**config.mk**
```make
export PLATFORM = sky130hd
export DESIGN_NAME = masked_pixel_format_convert_blend
export DESIGN_NICKNAME = d
export VERILOG_FILES = /design/src/rtl/pfcb_pkg.sv /design/src/rtl/pfcb_geom.sv /design/src/rtl/masked_pixel_format_convert_blend.sv
export SDC_FILE = /design/constraint.sdc
export NUM_CORES = 2
export LEC_CHECK = 0
export BUFFER_PORTS_ARGS = -buffer_cell sky130_fd_sc_hd__buf_2
export CAP_MARGIN = 15
export CORE_MARGIN = 2
export CORE_UTILIZATION = 69
export DETAILED_ROUTE_END_ITERATION = 10
export PLACE_DENSITY_LB_ADDON = 0.05
export SYNTH_ARGS = -nofsm -noshare
export SYNTH_HDL_FRONTEND = slang
export SYNTH_SLANG_ARGS = --single-unit
```
**constraint.sdc**
```tcl
create_clock -name clk -period 19.65 [get_ports clk]
set_clock_uncertainty 0.15 [all_clocks]
set_input_delay 3.93 -clock clk [delete_from_list [all_inputs] [get_ports clk]]
set_output_delay 3.93 -clock clk [all_outputs]
set_load 0.1 [all_outputs]
```
**src/rtl/pfcb_pkg.sv**
```systemverilog
// ----------------------------------------------------------------------------
// pfcb_pkg
// Types, register indexes and channel helpers for the masked pixel format
// converter with alpha blend.
// ----------------------------------------------------------------------------
package pfcb_pkg;

  localparam int unsigned NUM_REGS = 8;

  typedef logic [31:0] word_t;
  typedef logic [7:0]  chan_t;
  typedef logic [2:0]  reg_idx_t;

  localparam reg_idx_t REG_SRC_RED   = 3'd0;
  localparam reg_idx_t REG_SRC_GREEN = 3'd1;
  localparam reg_idx_t REG_SRC_BLUE  = 3'd2;
  localparam reg_idx_t REG_SRC_ALPHA = 3'd3;
  localparam reg_idx_t REG_DST_RED   = 3'd4;
  localparam reg_idx_t REG_DST_GREEN = 3'd5;
  localparam reg_idx_t REG_DST_BLUE  = 3'd6;
  localparam reg_idx_t REG_DST_ALPHA = 3'd7;

  localparam logic [NUM_REGS-1:0][31:0] MASK_RESET = {
    32'h0000_0000, 32'h0000_001F, 32'h0000_07E0, 32'h0000_F800,
    32'hFF00_0000, 32'h0000_00FF, 32'h0000_FF00, 32'h00FF_0000
  };

  localparam chan_t ALPHA_OPAQUE = 8'hFF;

  typedef struct packed {
    logic       zero;
    logic [4:0] shift;
    logic [3:0] loss;
  } geo_t;

  typedef struct packed {
    word_t src_pixel;
    word_t dst_pixel;
    logic  blend_mode;
  } in_t;

  typedef struct packed {
    word_t out_pixel;
    chan_t src_red;
    chan_t src_green;
    chan_t src_blue;
    chan_t src_alpha;
  } out_t;

  function automatic chan_t unpack_chan(word_t px, word_t m, geo_t g);
    word_t t;
    t = (px & m) >> g.shift;
    return chan_t'(t[7:0] << g.loss);
  endfunction

  function automatic word_t pack_chan(chan_t c, geo_t g);
    word_t w;
    w = {24'd0, c >> g.loss};
    return w << g.shift;
  endfunction

endpackage

```
**src/rtl/pfcb_geom.sv**
```systemverilog
// ----------------------------------------------------------------------------
// pfcb_geom
// Registered shift and loss of one channel mask: trailing zero count and
// 8 minus the length of the first run of ones, saturating at 0.
// ----------------------------------------------------------------------------
module pfcb_geom (
  input  logic           clk,
  input  pfcb_pkg::word_t mask,
  output pfcb_pkg::geo_t  geo
);
  import pfcb_pkg::*;

  word_t      fill;
  logic [5:0] tz;
  logic [5:0] ones;
  logic [5:0] run;
  geo_t       geo_nxt;
  geo_t       geo_r;

  assign fill = mask | (mask - 32'd1);

  always_comb begin
    tz   = 6'd0;
    ones = 6'd32;
    for (int i = 31; i >= 0; i--) begin
      if (mask[i]) begin
        tz = 6'(i);
      end
      if (!fill[i]) begin
        ones = 6'(i);
      end
    end
  end

  assign run = ones - tz;

  always_comb begin
    geo_nxt.zero = (mask == '0);
    if (mask == '0) begin
      geo_nxt.shift = 5'd0;
      geo_nxt.loss  = 4'd8;
    end else begin
      geo_nxt.shift = tz[4:0];
      geo_nxt.loss  = (run >= 6'd8) ? 4'd0 : 4'(6'd8 - run);
    end
  end

  always_ff @(posedge clk) begin
    geo_r <= geo_nxt;
  end

  assign geo = geo_r;

endmodule

```
**src/rtl/masked_pixel_format_convert_blend.sv**
```systemverilog
// Pipeline: a transaction accepted on start is registered in s1_r, s2_r, s3_r,
// s4_r and out_r in turn, and then shows its result on out_data with out_valid.
// Throughput: one transaction per cycle; busy stays low and results are never held.
// Reset: rst_n (synchronous, active low) empties the pipeline and loads the
// default masks (source ARGB8888, destination RGB565).
// ----------------------------------------------------------------------------
// masked_pixel_format_convert_blend
// Four-stage pipeline: unpack, blend multiply, blend add, repack.
// ----------------------------------------------------------------------------
module masked_pixel_format_convert_blend (
  input  logic               clk,
  input  logic               rst_n,
  input  logic               start,
  output logic               busy,
  input  pfcb_pkg::in_t      in_data,
  output logic               out_valid,
  output pfcb_pkg::out_t     out_data,
  input  logic               cfg_valid,
  output logic               cfg_ready,
  input  pfcb_pkg::reg_idx_t cfg_index,
  input  pfcb_pkg::word_t    cfg_data
);
  import pfcb_pkg::*;

  typedef struct packed {
    chan_t r;
    chan_t g;
    chan_t b;
    chan_t a;
    chan_t dr;
    chan_t dg;
    chan_t db;
    word_t keep;
    logic  blend;
  } s2_t;

  typedef struct packed {
    logic signed [17:0] pr;
    logic signed [17:0] pg;
    logic signed [17:0] pb;
    chan_t r;
    chan_t g;
    chan_t b;
    chan_t a;
    chan_t dr;
    chan_t dg;
    chan_t db;
    word_t keep;
    logic  blend;
  } s3_t;

  typedef struct packed {
    chan_t pr;
    chan_t pg;
    chan_t pb;
    chan_t r;
    chan_t g;
    chan_t b;
    chan_t a;
    word_t keep;
    logic  blend;
  } s4_t;

  logic [NUM_REGS-1:0][31:0] mask_r;
  geo_t [NUM_REGS-1:0]       geo;

  logic accept;
  logic s1_vld_r, s2_vld_r, s3_vld_r, s4_vld_r, out_vld_r;
  in_t  s1_r;
  s2_t  s2_nxt, s2_r;
  s3_t  s3_nxt, s3_r;
  s4_t  s4_nxt, s4_r;
  out_t out_nxt, out_r;

  assign busy      = 1'b0;
  assign cfg_ready = 1'b1;
  assign accept    = start && !busy;

  always_ff @(posedge clk) begin
    if (!rst_n) begin
      mask_r <= MASK_RESET;
    end else if (cfg_valid && cfg_ready) begin
      mask_r[cfg_index] <= cfg_data;
    end
  end

  for (genvar i = 0; i < NUM_REGS; i++) begin : g_geom
    pfcb_geom u_geom (
      .clk  (clk),
      .mask (mask_r[i]),
      .geo  (geo[i])
    );
  end

  // unpack source and destination channels
  always_comb begin
    s2_nxt.r  = unpack_chan(s1_r.src_pixel, mask_r[REG_SRC_RED],   geo[REG_SRC_RED]);
    s2_nxt.g  = unpack_chan(s1_r.src_pixel, mask_r[REG_SRC_GREEN], geo[REG_SRC_GREEN]);
    s2_nxt.b  = unpack_chan(s1_r.src_pixel, mask_r[REG_SRC_BLUE],  geo[REG_SRC_BLUE]);
    s2_nxt.a  = geo[REG_SRC_ALPHA].zero ? ALPHA_OPAQUE :
                unpack_chan(s1_r.src_pixel, mask_r[REG_SRC_ALPHA], geo[REG_SRC_ALPHA]);
    s2_nxt.dr = unpack_chan(s1_r.dst_pixel, mask_r[REG_DST_RED],   geo[REG_DST_RED]);
    s2_nxt.dg = unpack_chan(s1_r.dst_pixel, mask_r[REG_DST_GREEN], geo[REG_DST_GREEN]);
    s2_nxt.db = unpack_chan(s1_r.dst_pixel, mask_r[REG_DST_BLUE],  geo[REG_DST_BLUE]);
    s2_nxt.keep  = s1_r.dst_pixel & mask_r[REG_DST_ALPHA];
    s2_nxt.blend = s1_r.blend_mode;
  end

  // blend multiply: (s - d) * alpha
  always_comb begin
    logic signed [8:0] ea;
    ea = $signed({1'b0, s2_r.a});
    s3_nxt.pr = ($signed({1'b0, s2_r.r}) - $signed({1'b0, s2_r.dr})) * ea;
    s3_nxt.pg = ($signed({1'b0, s2_r.g}) - $signed({1'b0, s2_r.dg})) * ea;
    s3_nxt.pb = ($signed({1'b0, s2_r.b}) - $signed({1'b0, s2_r.db})) * ea;
    s3_nxt.r     = s2_r.r;
    s3_nxt.g     = s2_r.g;
    s3_nxt.b     = s2_r.b;
    s3_nxt.a     = s2_r.a;
    s3_nxt.dr    = s2_r.dr;
    s3_nxt.dg    = s2_r.dg;
    s3_nxt.db    = s2_r.db;
    s3_nxt.keep  = s2_r.keep;
    s3_nxt.blend = s2_r.blend;
  end

  // blend add, select channels to repack
  always_comb begin
    logic signed [17:0] qr, qg, qb;
    qr = $signed(s3_r.pr) >>> 8;
    qg = $signed(s3_r.pg) >>> 8;
    qb = $signed(s3_r.pb) >>> 8;
    s4_nxt.r     = s3_r.r;
    s4_nxt.g     = s3_r.g;
    s4_nxt.b     = s3_r.b;
    s4_nxt.a     = s3_r.a;
    s4_nxt.keep  = s3_r.keep;
    s4_nxt.blend = s3_r.blend;
    if (s3_r.blend) begin
      s4_nxt.pr = s3_r.dr + qr[7:0];
      s4_nxt.pg = s3_r.dg + qg[7:0];
      s4_nxt.pb = s3_r.db + qb[7:0];
    end else begin
      s4_nxt.pr = s3_r.r;
      s4_nxt.pg = s3_r.g;
      s4_nxt.pb = s3_r.b;
    end
  end

  // repack into destination format
  always_comb begin
    out_nxt.out_pixel = pack_chan(s4_r.pr, geo[REG_DST_RED]) |
                        pack_chan(s4_r.pg, geo[REG_DST_GREEN]) |
                        pack_chan(s4_r.pb, geo[REG_DST_BLUE]) |
                        (s4_r.blend ? s4_r.keep : pack_chan(s4_r.a, geo[REG_DST_ALPHA]));
    out_nxt.src_red   = s4_r.r;
    out_nxt.src_green = s4_r.g;
    out_nxt.src_blue  = s4_r.b;
    out_nxt.src_alpha = s4_r.a;
  end

  always_ff @(posedge clk) begin
    if (!rst_n) begin
      s1_vld_r  <= 1'b0;
      s2_vld_r  <= 1'b0;
      s3_vld_r  <= 1'b0;
      s4_vld_r  <= 1'b0;
      out_vld_r <= 1'b0;
    end else begin
      s1_vld_r  <= accept;
      s2_vld_r  <= s1_vld_r;
      s3_vld_r  <= s2_vld_r;
      s4_vld_r  <= s3_vld_r;
      out_vld_r <= s4_vld_r;
    end
  end

  always_ff @(posedge clk) begin
    if (accept) begin
      s1_r <= in_data;
    end
    if (s1_vld_r) begin
      s2_r <= s2_nxt;
    end
    if (s2_vld_r) begin
      s3_r <= s3_nxt;
    end
    if (s3_vld_r) begin
      s4_r <= s4_nxt;
    end
    if (s4_vld_r) begin
      out_r <= out_nxt;
    end
  end

  assign out_valid = out_vld_r;
  assign out_data  = out_r;

`ifndef NO_ASSERTIONS
  a_latency: assert property (@(posedge clk) disable iff (!rst_n)
    accept |-> ##5 out_valid)
    else $error("accepted transaction did not produce a result");

  a_no_phantom: assert property (@(posedge clk) disable iff (!rst_n)
    s2_vld_r |-> $past(s1_vld_r))
    else $error("stage valid without upstream transaction");

  a_cfg_write: assert property (@(posedge clk) disable iff (!rst_n)
    cfg_valid && cfg_ready |=> mask_r[$past(cfg_index)] == $past(cfg_data))
    else $error("mask register write lost");
`endif

endmodule

```
==> impl_results.rst <==
.. list-table::
   :header-rows: 1

   * - Metric
     - Value
   * - Class of the most critical setup path
     - reg2reg
   * - Final period util
     - 38.4%
   * - Final critical delay including setup and external delays
     - 7.54 ns
   * - TritonCTS clock tree
     - yes
   * - DRC errors left
     - 0
   * - Cell type group with the largest total delay on the critical path
     - adder cells
   * - Max Fanout on Critical Path
     - 8
   * - Die Span X
     - 295 µm
   * - Root buffer cell
     - sky130_fd_sc_hd__clkbuf_16
   * - Max Clock Freq
     - 133 MHz
   * - Level count of the clock H-tree
     - 3
   * - Number of antenna violations at the first check in global routing
     - 5
   * - Final antenna-violating net count
     - 0
   * - Row cnt
     - 106
   * - Post-CTS Setup Inserts
     - 0
   * - Unrepaired setup endpoints after global routing
     - false
   * - Commonest non-fill, non-tap cell in the layout
     - sky130_fd_sc_hd__nand2_1
   * - GR Overflow Total
     - 0
   * - VDD IR-drop max
     - 0.377 mV
   * - Count of pins on the block boundary
     - 171
   * - Pins Over Slew Limit
     - 0
   * - Standard cell with the maximum stage delay on the critical path
     - sky130_fd_sc_hd__o41ai_1
   * - Net Sw Power
     - 4.53 mW
   * - Placeable core region
     - 83800 µm²
   * - Bufs on Longest Clock Path
     - 3
   * - Worst path bufs/invs
     - 5
   * - Via-per-instance ratio
     - 6.89
   * - Via count
     - 52600
   * - Total of flip-flops plus latches after synthesis
     - 754
   * - Initial DRT Pass Iterations
     - 7
   * - Count of flip-flops with a built-in enable after synthesis
     - 420
   * - Static leakage
     - 23.0 nW
   * - Ratio of cells with drive above 1 in the final layout
     - 10.5%
   * - Fraction of synthesis flops using an asynchronous set or reset pin
     - 0%
   * - Overall power consumption
     - 10.2 mW
   * - Post-Syn Nets
     - 7111
   * - Power density relative to cell area
     - 165 nW/µm²
   * - Synth-to-layout area growth
     - 5.75%
   * - Clock slew at the register clock pins of the worst setup and hold paths
     - 0.06 ns
   * - Number of DRC markers in iteration 0
     - 6858
   * - Area of the die
     - 87100 µm²
   * - Net total in the final layout
     - 6874
   * - Wirelength, routed
     - 199 mm
   * - CP Data Arrival Time
     - 7.77 ns
   * - Worst-margin pin slew
     - 1.36 ns
   * - Hold buffers post-CTS
     - 0
   * - Post-synthesis sequential area ratio
     - 33.0%
   * - Type of element launching the critical path
     - flip-flop
   * - Aggregate negative setup slack
     - 0 ns
   * - Clock network latency to the later pin of the worst-skew pair
     - 0.66 ns
   * - CTS Buf Count
     - 82
   * - Overall die height
     - 295 µm
   * - Port buffer count
     - 168
   * - Wire length of the first global-routing pass
     - 297 mm
   * - Outcome
     - complete, no violations
   * - Total setup violations reported at the end of the flow
     - 0
   * - Combinational power share
     - 62.1%
   * - Wire length per cell
     - 26.1 µm
   * - Headroom to the max-slew limit
     - 8.34%
   * - Class of the tightest hold or removal check
     - reg2reg
   * - Max-cap viol count
     - 0
   * - Pin count of the biggest net entering global routing
     - 159
   * - Internal power component
     - 5.66 mW
   * - Sequence of cells on the critical path
     - inv_1 > ha_1 > inv_1 > fa_1 > a21o_1 > a21oi_1 > o21bai_1 > a21oi_1 > o21bai_1 > a21oi_1 > nand2_1 > fa_1 > inv_1 > fa_1 > inv_1 > fa_1 > inv_1 > fa_1 > ha_1 > o21a_1 > o31a_1 > o41ai_1 > o21ai_0 > xnor2_1
   * - Required time worst endpoint
     - 19.87 ns
   * - Gp weighted congestion
     - 1.08
   * - Number of warnings printed during yosys synthesis
     - 0
   * - Highest-count cells in the layout ignoring fill and taps
     - sky130_fd_sc_hd__nand2_1 (1067), sky130_fd_sc_hd__inv_1 (443), sky130_fd_sc_hd__edfxtp_1 (420), sky130_fd_sc_hd__nor2_1 (389), sky130_fd_sc_hd__dfxtp_1 (328)
   * - Mean area per synthesized cell
     - 8.78 µm²
   * - Clock sink count
     - 754
   * - Global-route total usage across every layer
     - 45.1%
   * - Final design instance area without fill
     - 61800 µm²
   * - Starting density of the core
     - 69.8%
   * - Share of power burned in the clock network
     - 15.5%
   * - CTS-repair resized insts
     - 0
   * - Detailed placement HPWL
     - 144 mm
   * - Leading register cell type out of synthesis
     - sky130_fd_sc_hd__edfxtp_1
   * - Instance count of the mapped netlist
     - 6657
   * - Via count of the first global-routing pass
     - 49700
   * - Unique cell type count in the Yosys netlist
     - 98
   * - Type of destination of the critical path
     - flip-flop
   * - Cell area after synthesis
     - 58500 µm²
   * - Final number of hold-violating endpoints
     - 0
   * - Sw Share
     - 44.5%
   * - Largest stage delay, worst path
     - 0.70 ns
   * - Portion of total power attributed to sequential cells
     - 22.4%
   * - Post-placement cell area
     - 59100 µm²
[sequential cells by signal, indices dropped and copies added, names as in the netlist]
signal	count
g_geom.u_geom.geo	73
mask_r	256
out_data	64
out_nxt	32
out_valid	1
s1_r	65
s1_vld_r	1
s2_r	89
s2_vld_r	1
s3_r	113
s3_vld_r	1
s4_r	57
s4_vld_r	1
[Yosys cell counts (all sizes together) (32+ instances only)]
library cell | count | area (µm²)
nor3 | 129 | 667
mux2i | 225 | 2250
fa | 176 | 3520
dfxtp | 334 | 6690
o21bai | 44 | 330
a21boi | 229 | 1720
nand2b | 86 | 538
ha | 174 | 2180
nand3 | 197 | 991
clkbuf | 469 | 1800
a21o | 59 | 443
o31ai | 63 | 473
xnor2 | 80 | 701
mux4 | 171 | 3850
a211oi | 46 | 345
and2 | 191 | 1190
a31oi | 48 | 300
a21oi | 304 | 1520
nor2 | 396 | 1490
nor2b | 67 | 419
nand2 | 1067 | 4010
a22oi | 34 | 255
xor2 | 32 | 280
edfxtp | 420 | 12600
o21ai | 330 | 1660
inv | 448 | 1680
o22ai | 55 | 344
o21a | 34 | 255
buf | 82 | 365
nor4 | 76 | 558
mux2 | 78 | 878
o211ai | 92 | 691
[final cells by class]
type / instances / area, µm²
timing repair buffer: 230 / 1340
antenna: 10 / 25.0
inverter: 451 / 1690
tap: 1134 / 1420
multi-input combinational: 4901 / 35300
clock inverter: 52 / 532
sequential: 754 / 19300
fill: 6016 / 22000
clock buffer: 101 / 2170
[metrics by stage]
step | setup slack [ns] | hold WS (ns) | cells | util [%]
finish | 12.11 | 0.249 | 7633 | 73.8
global route | 11.93 | 0.261 | 7623 | 73.7
CTS | 12.20 | 0.251 | 7621 | 73.7
detailed placement | 12.42 | 0.255 | 7468 | 70.5
global placement | 13.00 | 0.250 | 7468 | 70.5
floorplan | 13.41 | 0.250 | 6657 | -
[routing by layer]
layer	track usage (%)	wire, µm
met1	58.5	72300
met2	66.8	84700
met3	13.3	27100
met4	27.8	14700
met5	0	74
[path summary, 6_finish.rpt]
check	slack (ns)	cells after the start	end	startpoint
setup / recovery	12.11	24	s3_r[122]$_DFFE_PP_	s2_r[73]$_SDFFCE_PP0P_
hold / removal	0.25	0	s4_r[10]$_DFFE_PP_	s3_r[10]$_DFFE_PP_
setup reg to reg	12.11	24	s3_r[122]$_DFFE_PP_	s2_r[73]$_SDFFCE_PP0P_
hold reg to reg	0.25	0	s4_r[10]$_DFFE_PP_	s3_r[10]$_DFFE_PP_
[worst register-to-register path, stage by stage (launching register included)]
cell and delay, ns:
sky130_fd_sc_hd__edfxtp_1 0.40, sky130_fd_sc_hd__inv_1 0.09, sky130_fd_sc_hd__ha_1 0.17, sky130_fd_sc_hd__inv_1 0.07, sky130_fd_sc_hd__fa_1 0.41, sky130_fd_sc_hd__a21o_1 0.21
sky130_fd_sc_hd__a21oi_1 0.29, sky130_fd_sc_hd__o21bai_1 0.13, sky130_fd_sc_hd__a21oi_1 0.27, sky130_fd_sc_hd__o21bai_1 0.13, sky130_fd_sc_hd__a21oi_1 0.55, sky130_fd_sc_hd__nand2_1 0.29
sky130_fd_sc_hd__fa_1 0.56, sky130_fd_sc_hd__inv_1 0.05, sky130_fd_sc_hd__fa_1 0.51, sky130_fd_sc_hd__inv_1 0.06, sky130_fd_sc_hd__fa_1 0.54, sky130_fd_sc_hd__inv_1 0.06
sky130_fd_sc_hd__fa_1 0.48, sky130_fd_sc_hd__ha_1 0.35, sky130_fd_sc_hd__o21a_1 0.21, sky130_fd_sc_hd__o31a_1 0.15, sky130_fd_sc_hd__o41ai_1 0.70, sky130_fd_sc_hd__o21ai_0 0.28
sky130_fd_sc_hd__xnor2_1 0.19
[power groups by stage]
stage          combinational, mW  sequential [mW]  clock (mW)
6_report                    6.33             2.29        1.58
5_1_grt                     6.90             2.29        1.63
4_1_cts                     6.21             2.27        1.58
3_5_place_dp                6.02             2.30           0
3_3_place_gp                5.55             2.30           0
2_1_floorplan               4.62             2.18           0
[logic make-up (layout without fill, tap and decap cells)]
logic type	count (synthesis)	in the layout	synth area share, %
AND/OR/NAND/NOR	2387	2387	19.0
AO/OA/AOI/OAI	1576	1576	18.0
buffers and inverters	1002	834	6.60
flip-flops	754	754	33.0
multiplexers	474	474	11.9
adder cells (fa/ha/maj)	350	350	9.75
XOR/XNOR	112	112	1.68
other	2	12	0.0128
(Power assumes the default switching activity.)
